`config.mk`:
```
export PLATFORM = sky130hd
export DESIGN_NAME = wrl_front
export DESIGN_NICKNAME = d
export VERILOG_FILES = /design/src/hw/rtl/assert_macros.svh /design/src/hw/rtl/wrl_pkg.sv /design/src/hw/rtl/wrl_front.sv
export SDC_FILE = /design/constraint.sdc
export NUM_CORES = 1
export LEC_CHECK = 0
export ABC_AREA = 1
export BUFFER_PORTS_ARGS = -buffer_cell sky130_fd_sc_hd__buf_2
export CORE_MARGIN = 2
export CORE_UTILIZATION = 60
export DETAILED_ROUTE_END_ITERATION = 6
export GPL_ROUTABILITY_DRIVEN = 0
export PLACE_DENSITY = 0.78
export SETUP_SLACK_MARGIN = 0.1
export SLEW_MARGIN = 10
export SYNTH_ARGS = -nofsm -noshare
export SYNTH_HDL_FRONTEND = slang
export SYNTH_SLANG_ARGS = --single-unit
```
`constraint.sdc`:
```
create_clock -name clk_i -period 9.74 [get_ports clk_i]
set_clock_uncertainty 0.2 [all_clocks]
set_input_delay 0.487 -clock clk_i [delete_from_list [all_inputs] [get_ports clk_i]]
set_output_delay 0.487 -clock clk_i [all_outputs]
set_load 0.01 [all_outputs]
```
`src/hw/rtl/assert_macros.svh`:
```
// assertion macros for the windowed rms loudness block
// expects clk_i and rst_ni in the scope of each use
`ifndef ASSERT_MACROS_SVH
`define ASSERT_MACROS_SVH

// checked at every rising edge outside reset
`define WRL_ASSERT(lbl, prop, msg) \
  lbl: assert property (@(posedge clk_i) disable iff (!rst_ni) (prop)) else $error(msg);

// checked at every rising edge, reset included
`define WRL_ASSERT_RESET(lbl, prop, msg) \
  lbl: assert property (@(posedge clk_i) (prop)) else $error(msg);

`endif

```
`src/hw/rtl/wrl_pkg.sv`:
```
// shared constants, payload types and helper functions for the loudness meter
// no dependencies
`default_nettype none

package wrl_pkg;

  // sizes
  localparam int MAX_CHANNELS = 8;
  localparam int MAX_WINDOW   = 32768;
  localparam int SAMPLE_BITS  = 24;

  localparam int CH_W    = $clog2(MAX_CHANNELS);
  localparam int CNT_W   = CH_W + 1;
  localparam int POS_W   = $clog2(MAX_WINDOW);
  localparam int WIN_W   = POS_W + 1;
  localparam int SQ_W    = 2 * SAMPLE_BITS - 1;
  localparam int SUM_W   = 61;
  localparam int TOT_W   = 64;
  localparam int QUOT_W  = 50;
  localparam int ROOT_W  = TOT_W / 2;
  localparam int REM_W   = ROOT_W + 2;
  localparam int GAIN_W  = 16;
  localparam int PROD_W  = ROOT_W + GAIN_W;
  localparam int LEVEL_W = 25;
  localparam int LEVEL_SHIFT = 23;
  localparam int DIV_CNT_W   = $clog2(TOT_W);
  localparam int RING_AW     = CH_W + POS_W;
  localparam int RING_DEPTH  = 1 << RING_AW;
  localparam int QD_W        = 2;
  localparam int QUEUE_DEPTH = 1 << QD_W;

  // arithmetic constants
  localparam logic [SUM_W-1:0]  SUM_MAX  = '1;
  localparam logic [QUOT_W-1:0] QUOT_MAX = '1;
  localparam logic [GAIN_W-1:0] GAIN_Q16 = 16'd60522;

  // register map, word index taken from paddr[2]
  localparam int PADDR_W = 3;
  localparam logic REG_WINDOW   = 1'b0;
  localparam logic REG_CHANNELS = 1'b1;
  localparam logic [WIN_W-1:0] WINDOW_RESET   = 16'd19200;
  localparam logic [CNT_W-1:0] CHANNELS_RESET = 4'd2;

  // input item
  typedef struct packed {
    logic signed [SAMPLE_BITS-1:0] sample;
    logic [CH_W-1:0]               channel;
  } in_item_t;

  // result item
  typedef struct packed {
    logic [LEVEL_W-1:0] level;
    logic               warming;
  } out_item_t;

  // classified sample between front and back
  typedef struct packed {
    logic [SQ_W-1:0] sq;
    logic [CH_W-1:0] ch;
    logic            last;
  } sq_entry_t;

  // frame job for the level unit
  typedef struct packed {
    logic [TOT_W-1:0] total;
    logic [WIN_W-1:0] win;
    logic             warming;
  } level_job_t;

  // window length with out-of-range values folded in
  function automatic logic [WIN_W-1:0] eff_window(input logic [WIN_W-1:0] wl);
    logic [WIN_W-1:0] res;
    if (wl == '0) begin
      res = WIN_W'(1);
    end else if (wl > WIN_W'(MAX_WINDOW)) begin
      res = WIN_W'(MAX_WINDOW);
    end else begin
      res = wl;
    end
    return res;
  endfunction

  // channel count with out-of-range values folded in
  function automatic logic [CNT_W-1:0] eff_channels(input logic [CNT_W-1:0] cc);
    logic [CNT_W-1:0] res;
    if (cc == '0) begin
      res = CNT_W'(1);
    end else if (cc > CNT_W'(MAX_CHANNELS)) begin
      res = CNT_W'(MAX_CHANNELS);
    end else begin
      res = cc;
    end
    return res;
  endfunction

endpackage

`default_nettype wire

```
`src/hw/rtl/wrl_front.sv`:
```
// front end: takes input transactions, drops channels beyond the count, squares the sample
// depends on wrl_pkg
`default_nettype none

module wrl_front import wrl_pkg::*; (
  input  logic             clk_i,
  input  logic             rst_ni,
  input  logic             clr_busy_i,
  input  logic [CNT_W-1:0] chan_cnt_i,
  input  logic             in_valid_i,
  output logic             in_ready_o,
  input  in_item_t         in_data_i,
  output logic             push_valid_o,
  input  logic             push_ready_i,
  output sq_entry_t        push_data_o
);

  logic                     stg_valid_q, stg_valid_d;
  sq_entry_t                stg_q;
  logic [SAMPLE_BITS-1:0]   raw;
  logic [SAMPLE_BITS-1:0]   mag;
  logic [2*SAMPLE_BITS-1:0] prod;
  logic [CNT_W-1:0]         chan_ext;
  logic                     keep;
  logic                     in_fire;

  // magnitude and square; the most negative code maps to 2^(bits-1)
  assign raw  = in_data_i.sample;
  assign mag  = raw[SAMPLE_BITS-1] ? (~raw + SAMPLE_BITS'(1)) : raw;
  assign prod = mag * mag;

  // classification
  assign chan_ext = {1'b0, in_data_i.channel};
  assign keep     = chan_ext < chan_cnt_i;

  // handshake
  assign in_ready_o   = !clr_busy_i && (!stg_valid_q || push_ready_i);
  assign in_fire      = in_valid_i && in_ready_o;
  assign push_valid_o = stg_valid_q;
  assign push_data_o  = stg_q;

  // stage occupancy
  always_comb begin
    stg_valid_d = stg_valid_q;
    if (in_fire) begin
      stg_valid_d = keep;
    end else if (push_ready_i) begin
      stg_valid_d = 1'b0;
    end
  end

  always_ff @(posedge clk_i or negedge rst_ni) begin
    if (!rst_ni) begin
      stg_valid_q <= 1'b0;
    end else begin
      stg_valid_q <= stg_valid_d;
    end
  end

  // stage payload
  always_ff @(posedge clk_i) begin
    if (in_fire && keep) begin
      stg_q.sq   <= prod[SQ_W-1:0];
      stg_q.ch   <= in_data_i.channel;
      stg_q.last <= (chan_ext == (chan_cnt_i - CNT_W'(1)));
    end
  end

endmodule

`default_nettype wire

```
# After elaboration in Yosys (flattened, before gate mapping)
# Cells that the tools add are included.
dict set report op_classes {
  addsub 2
  n_mul 1
  n_div 0
  n_lt_le_gt_ge 1
  n_eq_ne 1
  shift 0
  mux 3
  n_bitwise 1
  n_reduce_logical 7
}
# operator n
set op_table {}
lappend op_table {{$mul A24 B24 Y47} 1}
lappend op_table {{$add A24 B1 Y24 const B} 1}
lappend op_table {{$mux W24} 1}
lappend op_table {{$not A24 Y24} 1}
lappend op_table {{$eq A3 B4 Y1} 1}
lappend op_table {{$lt A3 B4 Y1} 1}
lappend op_table {{$sub A4 B1 Y4 const B} 1}
lappend op_table {{$logic_and A1 B1 Y1} 3}
lappend op_table {{$logic_not A1 Y1} 2}
lappend op_table {{$mux W1} 2}
lappend op_table {{$reduce_bool A2 Y1} 1}
lappend op_table {{$logic_or A1 B1 Y1} 1}
dict set report totals {
  regBits 52
  latchBits 0
  ram_bits 0
  mem_bits_ro 0
  inputBits 36
  out_inout_bits 53
  wordCells 20
  memories 0
}

# Logic depth before layout (Yosys ltp)
# Gate-level depths: netlist of the first run.
dict set report depth {
  word_depth 5
  ltp_mapped 41
  ltp_nobuf 40
}

# Worst setup path after synthesis of the first run
# OpenSTA, ideal clock, no wires.
dict set report synth_path {
  kind {input -> register}
  startpoint {in in_data_i[3] in the netlist's numbering}
  endpoint {reg stg_q, in the netlist push_data_o[50], data pin}
  setup_ps 252
  arrival_ps 6947
  required_time_ps 9288
  setup_slack_ps 2340
  cell_stages 34
  path_buffers 2
  path_cell_list {inv_4 > clkbuf_1 > ha_1 > nand2_1 > nor2_1 > nand2_1 > nand2_2 > xor2_4 > buf_2 > nand2_1 > fa_1 > inv_1 > fa_1 > fa_1 > inv_1 > fa_1 > fa_1 > inv_1 > fa_1 > inv_1 > fa_1 > inv_1 > ha_1 > nand2_1 > nor2_1 > inv_1 > nor2_1 > nand2_1 > nor2_1 > nand2_1 > nand3_1 > inv_1 > nand2_1 > nand2_1}
}
dict set report synth_between {
  elab_chain_cells 4
}
# item line_no
set synth_rtl {}
lappend synth_rtl {{start: declaration} wrl_front.sv:12} ;# input in_item_t in_data_i,
lappend synth_rtl {{$not A24 Y24} wrl_front.sv:29} ;# assign mag = raw[SAMPLE_BITS-1] ? (~raw + SAMPLE_BITS'(1)) : raw;
lappend synth_rtl {{$add A24 B1 Y24} wrl_front.sv:29}
lappend synth_rtl {{$mux W24 *} wrl_front.sv:29}
lappend synth_rtl {{$mul A24 B24 Y47 *} wrl_front.sv:30} ;# assign prod = mag * mag;
lappend synth_rtl {{named net prod[46]} wrl_front.sv:22} ;# logic [2*SAMPLE_BITS-1:0] prod;
lappend synth_rtl {{end: declaration} wrl_front.sv:19} ;# sq_entry_t stg_q;
# Mark *: on every way through the listed nets, which the timed path passes. The rest lies on a longest branch.
# A chain may end at the register's enable or synchronous reset.

# Final worst setup path of the first run
dict set report layout_path {
  startpoint {in in_data_i[3] in the netlist's numbering}
  endpoint {reg stg_q, in the netlist push_data_o[37], data pin}
}
# The elaborated chain is that of the path after synthesis.

==> results of run 1 <==
## worst max-delay path: cells and delay by family
family	cells	cell delay (ns)
AOI/OAI and AO/OA	2	0.65
and+or+nand+nor	12	1.32
adders and majority gates	9	4.03
buffers and inverters	10	1.17
xor gates and xnor gates	1	0.57
## registers in the layout, summed over array words and instances, names as in the netlist
name,count
push_valid_o,1
push_data_o,50
## per-layer routing
layer,vias to the layer above,part of all wire,GRT usage
met5,-,0,0
met4,0,0.061,0.166
met3,245,0.088,0.0498
met2,813,0.49,0.574
met1,7764,0.36,0.397
li1,7088,-,-
## final cells by class
cell class / instances / area, sq um / share of cell area
repair buffers: 106 / 581 / 0.0280
flip-flops and latches: 51 / 1530 / 0.0737
inverters: 792 / 2980 / 0.144
well taps: 442 / 553 / 0.0267
clock buffers: 5 / 125 / 0.00604
multi-input cells: 1564 / 14900 / 0.720
clock inverters: 2 / 37.5 / 0.00181
## logic make-up after synthesis
kind of cell	count (synthesis)	synth area share
buffers and inverters	827	0.163
AND/OR/NAND/NOR	817	0.170
adder cells (fa/ha/maj)	594	0.543
AO/OA/AOI/OAI	99	0.0274
flip-flops	51	0.0780
XOR/XNOR	36	0.0180
other	2	0.000384
## through the flow
| stage | cell area [sq um] | worst slack [ns] | std cells | hold slack (ns) | util |
|---|---|---|---|---|---|
| 2_1_floorplan | 19600 | 2.34 | 2442 | -0.00859 | - |
| 3_3_place_gp | 20500 | 1.29 | 2954 | 0.0621 | 0.636 |
| 3_5_place_dp | 20500 | 1.13 | 2954 | 0.0705 | 0.636 |
| 6_report | 20700 | 1.31 | 2962 | 0.191 | 0.641 |
| 4_1_cts | 20700 | 1.43 | 2962 | 0.197 | 0.641 |
| 5_1_grt | 20700 | 0.919 | 2962 | 0.186 | 0.641 |
## path summary, 6_finish.rpt
path / from / endpoint / slack, ns / cells after the start
max in group asynchronous: rst_ni / push_valid_o$_DFFE_PN0P_ / 8.98 / 2
min in group asynchronous: rst_ni / push_valid_o$_DFFE_PN0P_ / 0.27 / 2
max reg2reg: push_valid_o$_DFFE_PN0P_ / push_data_o[7]$_DFFE_PP_ / 7.89 / 4
max: in_data_i[3] / push_data_o[37]$_DFFE_PP_ / 1.31 / 34
min: push_ready_i / push_valid_o$_DFFE_PN0P_ / 0.19 / 2
min reg2reg: push_valid_o$_DFFE_PN0P_ / push_valid_o$_DFFE_PN0P_ / 0.40 / 2
## synth_stat cells (15+ instances only)
master / instances / area (sq um)
a21oi_1: 49 / 245
buf_2: 15 / 75.1
edfxtp_1: 50 / 1500
fa_1: 424 / 8490
ha_1: 170 / 2130
inv_1: 776 / 2910
nand2_1: 481 / 1810
nand3_1: 50 / 250
nand4_1: 20 / 125
nor2_1: 216 / 811
o21ai_0: 32 / 160
xor2_1: 25 / 219
==> summary.md, run 1 <==
| Metric | Value |
|---|---|
| Routed vias | 15910 |
| H-tree depth | 2 |
| CTS-repair resized insts | 0 |
| Count of hold buffers inserted by post-cts repair | 1 |
| Rows | 66 |
| Max Transition Viols Final | 0 |
| Commonest non-fill, non-tap cells in the layout | inv_1 (776), nand2_1 (481), fa_1 (424), nor2_1 (216), ha_1 (170) |
| DRC violations left | 1 |
| Final Hold Vio Count | 0 |
| Drt initial violations | 1354 |
| Post-synthesis average cell area | 8.06 sq um |
| Layout cells sized above 1 | 0.0635 |
| Clock buffer depth | 2 |
| Clock latency on the worst-skew pair | 0.31 ns |
| Slowest CP cell | xor2_4 |
| Fmax | 119 MHz |
| Vias in the first global route | 17535 |
| Hpwl dp | 44400 um |
| Commonest non-fill, non-tap cell in the layout | inv_1 |
| CTS sink cnt | 51 |
| Final wirelength | 51600 um |
| Area Overhead vs Synth | 5.85% |
| Setup crit start kind | primary input |
| I/O pins | 89 |
| First-pass GRT wire length | 86000 um |
| CTS tree | yes |
| Grt ovf | 0 |
| Setup bufs post-CTS | 0 |
| Routed WL per cell | 17.4 um |
| Fraction of registers with async set/reset | 0.0196 |
| Root Buffer | clkbuf_16 |
| Initial antenna violation count | 0 |
| CTS clk-pin slew, worst paths | 0.08 ns |
| Synth Cell Area | 19600 sq um |
| Period utilisation layout | 0.866 |
| Max stage delay on crit path | 0.57 ns |
| Nets | 3150 |
| Buffers on Ports | 87 |
| Crit path arrival time | 8.29 ns |
| Post-synth EDFFs | 50 |
| Run status | complete, but fails checks |
| Die height | 185 um |
| Slew HR | 0.534 |
| Crit. End Element | flop |
| Largest net degree at the start of global routing | 51 |
| CP required | 9.60 ns |
| Final setup viols | 0 |
| # diodes | 0 |
| Post-synth cell types | 42 |
| Syn. warnings | 0 |
| Total GRT Usage | 0.329 |
| DIE WIDTH | 185 um |
| Full die area | 34100 sq um |
| Setup TNS | 0 ns |
| CTS buffer count | 5 |
| Crit path kind | in -> reg |
| MaxCap Viol Count | 0 |
| RSZ-0062 raised after global routing | no |
| Cells after Synth | 2426 |
| Max FO, Critical Path | 19 |
| Failing checks | design-rule violations |
| Filler cells | 2714 |
| Hold Crit Class | in -> reg |
| Minimum clock period | 8.43 ns |
| Register area share after synthesis | 0.0780 |
| Top_reg_cell synth | edfxtp_1 |
| Core area | 32300 sq um |
| Synth Register Bits | 51 |
| Drt pass-1 iters | 7 |
| Slew @ Worst Pin | 0.699 ns |
| Initial Util | 0.606 |
| Via/cell ratio | 5.37 |
| Routed Antenna Nets | 0 |
Power of run 1 is left out: the tool's default activity adds up to more than one toggle a clock period on the data nets, which glitch-free logic cannot reach.
==> run 2: changes to the inputs <==
--- a/config.mk
+++ b/config.mk
@@ -8,10 +8,9 @@
 export ABC_AREA = 1
 export BUFFER_PORTS_ARGS = -buffer_cell sky130_fd_sc_hd__buf_2
 export CORE_MARGIN = 2
-export CORE_UTILIZATION = 60
+export CORE_UTILIZATION = 40
 export DETAILED_ROUTE_END_ITERATION = 6
 export GPL_ROUTABILITY_DRIVEN = 0
-export PLACE_DENSITY = 0.78
 export SETUP_SLACK_MARGIN = 0.1
 export SLEW_MARGIN = 10
 export SYNTH_ARGS = -nofsm -noshare
==> run 2 against run 1 <==
The flow now finishes without violations. Setup slack got worse by 0.13 ns. Cell area rose by 1.4%. Hold slack got worse by 0.012 ns. Global-route usage fell by 10 points. Sequential cell count is the same. Cell count increased by 6.3%. Utilization fell by 21 points. First-iteration DRC count is 26% lower. Register-to-register slack got worse by 0.49 ns. Sequential share of layout area is 0.10 points lower. Critical path type unchanged. Largest cell class unchanged. Highest routed layer unchanged.
==> summary.md, run 2 (same netlist as run 1, synthesis figures left out) <==
| Metric | Value |
|---|---|
| Depth of the most critical reg-to-reg path | 4 |
| Drt pass-1 iters | 5 |
| I/O pins | 89 |
| H-tree depth | 2 |
| Full die area | 50700 sq um |
| Setup crit start kind | primary input |
| Nets | 3157 |
| Slowest CP cell | xor2_4 |
| # diodes | 0 |
| Slew HR | 0.503 |
| Crit path arrival time | 8.43 ns |
| CTS clk-pin slew, worst paths | 0.08 ns |
| Final wirelength | 53800 um |
| Run status | finished, final reports clean |
| DIE WIDTH | 225 um |
| Largest net degree at the start of global routing | 45 |
| CP required | 9.61 ns |
| R2R Path Start | push_valid_o$_DFFE_PN0P_ |
| Total GRT Usage | 0.226 |
| Max stage delay on crit path | 0.61 ns |
| Crit path kind | in -> reg |
| Die height | 225 um |
| Layout cells sized above 1 | 0.0665 |
| Core area | 48600 sq um |
| Period utilisation layout | 0.879 |
| DRC violations left | 0 |
| CTS-repair resized insts | 0 |
| CTS tree | yes |
| Root Buffer | clkbuf_16 |
| MaxCap Viol Count | 0 |
| Max FFs per register | 50 |
| Worst reg2reg setup slack | 7.40 ns |
| Most common cell on crit path | fa_1 |
| Grt ovf | 0 |
| Commonest non-fill, non-tap cell in the layout | inv_1 |
| Via/cell ratio | 4.86 |
| Max Transition Viols Final | 0 |
| CTS sink cnt | 51 |
| Commonest non-fill, non-tap cells in the layout | inv_1 (776), nand2_1 (481), fa_1 (424), nor2_1 (216), ha_1 (170) |
| Clock buffer depth | 2 |
| Crit. End Element | flop |
| Min-Delay Endpoint | push_data_o[1]$_DFFE_PP_ |
| Routed Antenna Nets | 0 |
| Drt initial violations | 999 |
| Slew @ Worst Pin | 0.744 ns |
| Hold Crit Class | in -> reg |
| Initial antenna violation count | 0 |
| Clock latency on the worst-skew pair | 0.30 ns |
| RSZ-0062 raised after global routing | no |
| Fmax | 117 MHz |
| Hold slack | 0.179 ns |
| Final setup viols | 0 |
| Worst Hold Depth | 1 |
| Vias in the first global route | 17027 |
| Routed WL per cell | 17.1 um |
| Rows | 81 |
| Min-delay src | in_data_i[0] |
| Initial Util | 0.402 |
| Buffers on Ports | 87 |
| First-pass GRT wire length | 87900 um |
| RR Endpoint | push_data_o[27]$_DFFE_PP_ |
| Area Overhead vs Synth | 7.30% |
| Max FO, Critical Path | 19 |
| Minimum clock period | 8.56 ns |
| Final Hold Vio Count | 0 |
| CTS buffer count | 5 |
| Hpwl dp | 46900 um |
| Setup TNS | 0 ns |
| Final core utilization | 0.431 |
| Routed vias | 15296 |
-- run 2: final cells by class --
cell class,instances,area (sq um)
multi-input combinational,1564,14900
clock buffer,5,125
timing repair buffer,113,633
tap,622,778
sequential,51,1530
clock inverter,3,43.8
fill,4965,27700
inverter,792,2980
-- run 2: worst max-delay path, delay by kind of cell --
family	cells	cell delay, ns
buffers and inverters	7	0.97
adders and majority gates	9	4.12
xor gates and xnor gates	1	0.61
and+or+nand+nor	13	2.24
-- run 2: stage by stage --
step	instances	setup slack [ns]	cell area [sq um]
detailed placement	3141	0.934	20800
floorplan	2442	2.34	19600
global placement	3141	1.05	20800
CTS	3150	1.27	21000
global route	3150	0.762	21000
finish	3150	1.18	21000
-- run 2: worst max-delay path by stage --
stage	start	endpoint	slack, ns	depth (start not counted)
floorplan	in_data_i[3]	push_data_o[50]$_DFFE_PP_	2.34	34
global placement	in_data_i[3]	push_data_o[47]$_DFFE_PP_	1.05	30
detailed placement	in_data_i[3]	push_data_o[47]$_DFFE_PP_	0.93	30
CTS	in_data_i[3]	push_data_o[47]$_DFFE_PP_	1.27	30
global route	in_data_i[3]	push_data_o[47]$_DFFE_PP_	0.76	30
finish	in_data_i[3]	push_data_o[47]$_DFFE_PP_	1.18	30
-- run 2: routing by layer --
layer / track usage / wire [um] / vias to the layer above
met3: 0.0308 / 3350 / 121
met5: 0 / 0 / -
met4: 0.0840 / 2190 / 0
met1: 0.275 / 21100 / 7580
li1: - / - / 7111
met2: 0.407 / 27200 / 484
-- run 2: repair_timing --
action,4_1_cts,5_1_grt
hold buffers,1,0
hold endpoints to repair,1,0
setup buffers,0,0
Power of run 2 is left out for the same reason.
==> run 3: changes to the inputs <==
==> constraint.sdc (replaced) <==
create_clock -name clk_i -period 7.4 [get_ports clk_i]
set_clock_uncertainty 0.2 [all_clocks]
set_input_delay 0.37 -clock clk_i [delete_from_list [all_inputs] [get_ports clk_i]]
set_output_delay 0.37 -clock clk_i [all_outputs]
set_load 0.01 [all_outputs]
==> run 3 against run 2 <==
Register-to-register slack worse by 1.9 ns. Sequential cell count stayed put. Global-route usage is 0.85 points higher. Sequential share of layout area is 0.98 points lower. Cell area is 16% higher. Hold slack worse by 0.13 ns. Wire length is 5.0% higher. Die area stayed put. Critical path depth is 3 higher. Non-clock buffer count is 313 higher.
==> summary.md, run 3 (same netlist as run 1, synthesis figures left out) <==
| Metric | Value |
|---|---|
| Run status | finished, final reports clean |
| Dpl cells | 3435 |
| Commonest non-fill, non-tap cells in the layout | inv_1 (762), nand2_1 (447), fa_1 (417), buf_4 (318), nor2_1 (168) |
| Drt initial violations | 925 |
| Vias in the first global route | 17843 |
| Minimum clock period | 7.11 ns |
| Root Buffer | clkbuf_16 |
| Most common cell on crit path | fa_1 |
| Worst path buffer plus inverter count | 10 |
| Levels on crit path | 33 |
| RR Endpoint | push_data_o[12]$_DFFE_PP_ |
| Slew @ Worst Pin | 0.756 ns |
| Slowest CP cell | fa_1 |
| Clock latency on the worst-skew pair | 0.31 ns |
| R2R Path Start | push_valid_o$_DFFE_PN0P_ |
| Layout cells sized above 1 | 0.227 |
| Fmax | 141 MHz |
| # diodes | 0 |
| Area Overhead vs Synth | 24.1% |
| CP endpoint | push_data_o[44]$_DFFE_PP_ |
| Nets | 3470 |
| Seq. cell area | 1530 sq um |
| Routed WL per cell | 16.3 um |
| Filler cells | 4625 |
| First-pass GRT wire length | 91600 um |
| Routed Antenna Nets | 0 |
| Initial antenna violation count | 0 |
| Hpwl dp | 49900 um |
| Fin worst setup slack | 0.295 ns |
| I/O pins | 89 |
| Core area | 48600 sq um |
| CP required | 7.29 ns |
| Setup TNS | 0 ns |
| Hold Crit Class | in -> reg |
| Worst reg2reg setup slack | 5.51 ns |
| H-tree depth | 2 |
| CP startpoint | in_data_i[3] |
| Rows | 81 |
| Commonest non-fill, non-tap cell in the layout | inv_1 |
| CTS tree | yes |
| Crit. End Element | flop |
| Pre-CTS WS | -0.429 ns |
| Max stage delay on crit path | 0.56 ns |
| Depth of the most critical reg-to-reg path | 4 |
| Final wirelength | 56500 um |
| DRC violations left | 0 |
| RSZ-0062 raised after global routing | yes |
| Clock buffer depth | 2 |
| Crit path kind | in -> reg |
| CTS sink cnt | 51 |
| Max FFs per register | 50 |
| Largest net degree at the start of global routing | 51 |
| Final setup viols | 0 |
| Initial Util | 0.402 |
| Via/cell ratio | 4.74 |
| Drt pass-1 iters | 5 |
| Min-delay src | in_data_i[0] |
| DIE WIDTH | 225 um |
| Slew HR | 0.496 |
| Setup crit start kind | primary input |
| Die height | 225 um |
| Grt ovf | 0 |
| Crit path arrival time | 6.99 ns |
| Max FO, Critical Path | 5 |
| CTS buffer count | 5 |
| Routed vias | 16428 |
| Total GRT Usage | 0.235 |
| Top delay family on crit path | adder cells |
| Max Transition Viols Final | 0 |
| Multi-input gate area | 15600 sq um |
| Buffers on Ports | 87 |
| Final Hold Vio Count | 0 |
| Full die area | 50700 sq um |
| CTS clk-pin slew, worst paths | 0.09 ns |
| Cell Count, Final, Fillers Out | 3463 |
| Hold slack | 0.0458 ns |
| MaxCap Viol Count | 0 |
| Period utilisation layout | 0.960 |
==> run 3: changes by cell type in the layout (fill, tap and decap cells not counted), sizes merged <==
cell and change:
clkinvlp +3, buf +312, clkbuf +1, clkinv -3
==> run 3: how the worst min path moves through the flow <==
stage,slack [ns],to,depth (start not counted)
2_1_floorplan,-0.13,push_valid_o$_DFFE_PN0P_,0
3_3_place_gp,-0.05,push_valid_o$_DFFE_PN0P_,1
5_1_grt,0.04,push_data_o[1]$_DFFE_PP_,1
6_report,0.05,push_data_o[1]$_DFFE_PP_,1
3_5_place_dp,-0.05,push_valid_o$_DFFE_PN0P_,1
4_1_cts,0.04,push_data_o[1]$_DFFE_PP_,1
==> run 3: layout make-up <==
| cell class | count | area share |
|---|---|---|
| clock buffers | 5 | 0.00516 |
| clock inverters | 3 | 0.00191 |
| inverters | 792 | 0.124 |
| multi-input cells | 1564 | 0.643 |
| flip-flops and latches | 51 | 0.0629 |
| well taps | 622 | 0.0321 |
| repair buffers | 426 | 0.131 |
==> run 3: metal layers <==
layer	GRT usage	vias to the layer above	part of all wire	routed length, um
li1	-	7736	-	-
met3	0.0279	133	0.052	2960
met1	0.293	8111	0.41	23000
met2	0.421	448	0.50	28200
met5	0	-	0	0
met4	0.0775	0	0.041	2340
==> run 3: stage by stage <==
step           utilization  cell area (sq um)
6_report             0.499              24300
5_1_grt              0.499              24300
4_1_cts              0.481              23400
3_5_place_dp         0.475              23100
3_3_place_gp         0.475              23100
2_1_floorplan            -              19600
==> run 3: timing repair <==
item,in CTS,in global routing
hold buffers,1,0
endpoints found under the setup margin,24,32
gates cloned,0,1
pin swaps,2,75
buffers inserted,4,14
endpoints found under the hold margin,1,0
gates resized for setup,26,205
Power of run 3 is left out for the same reason.
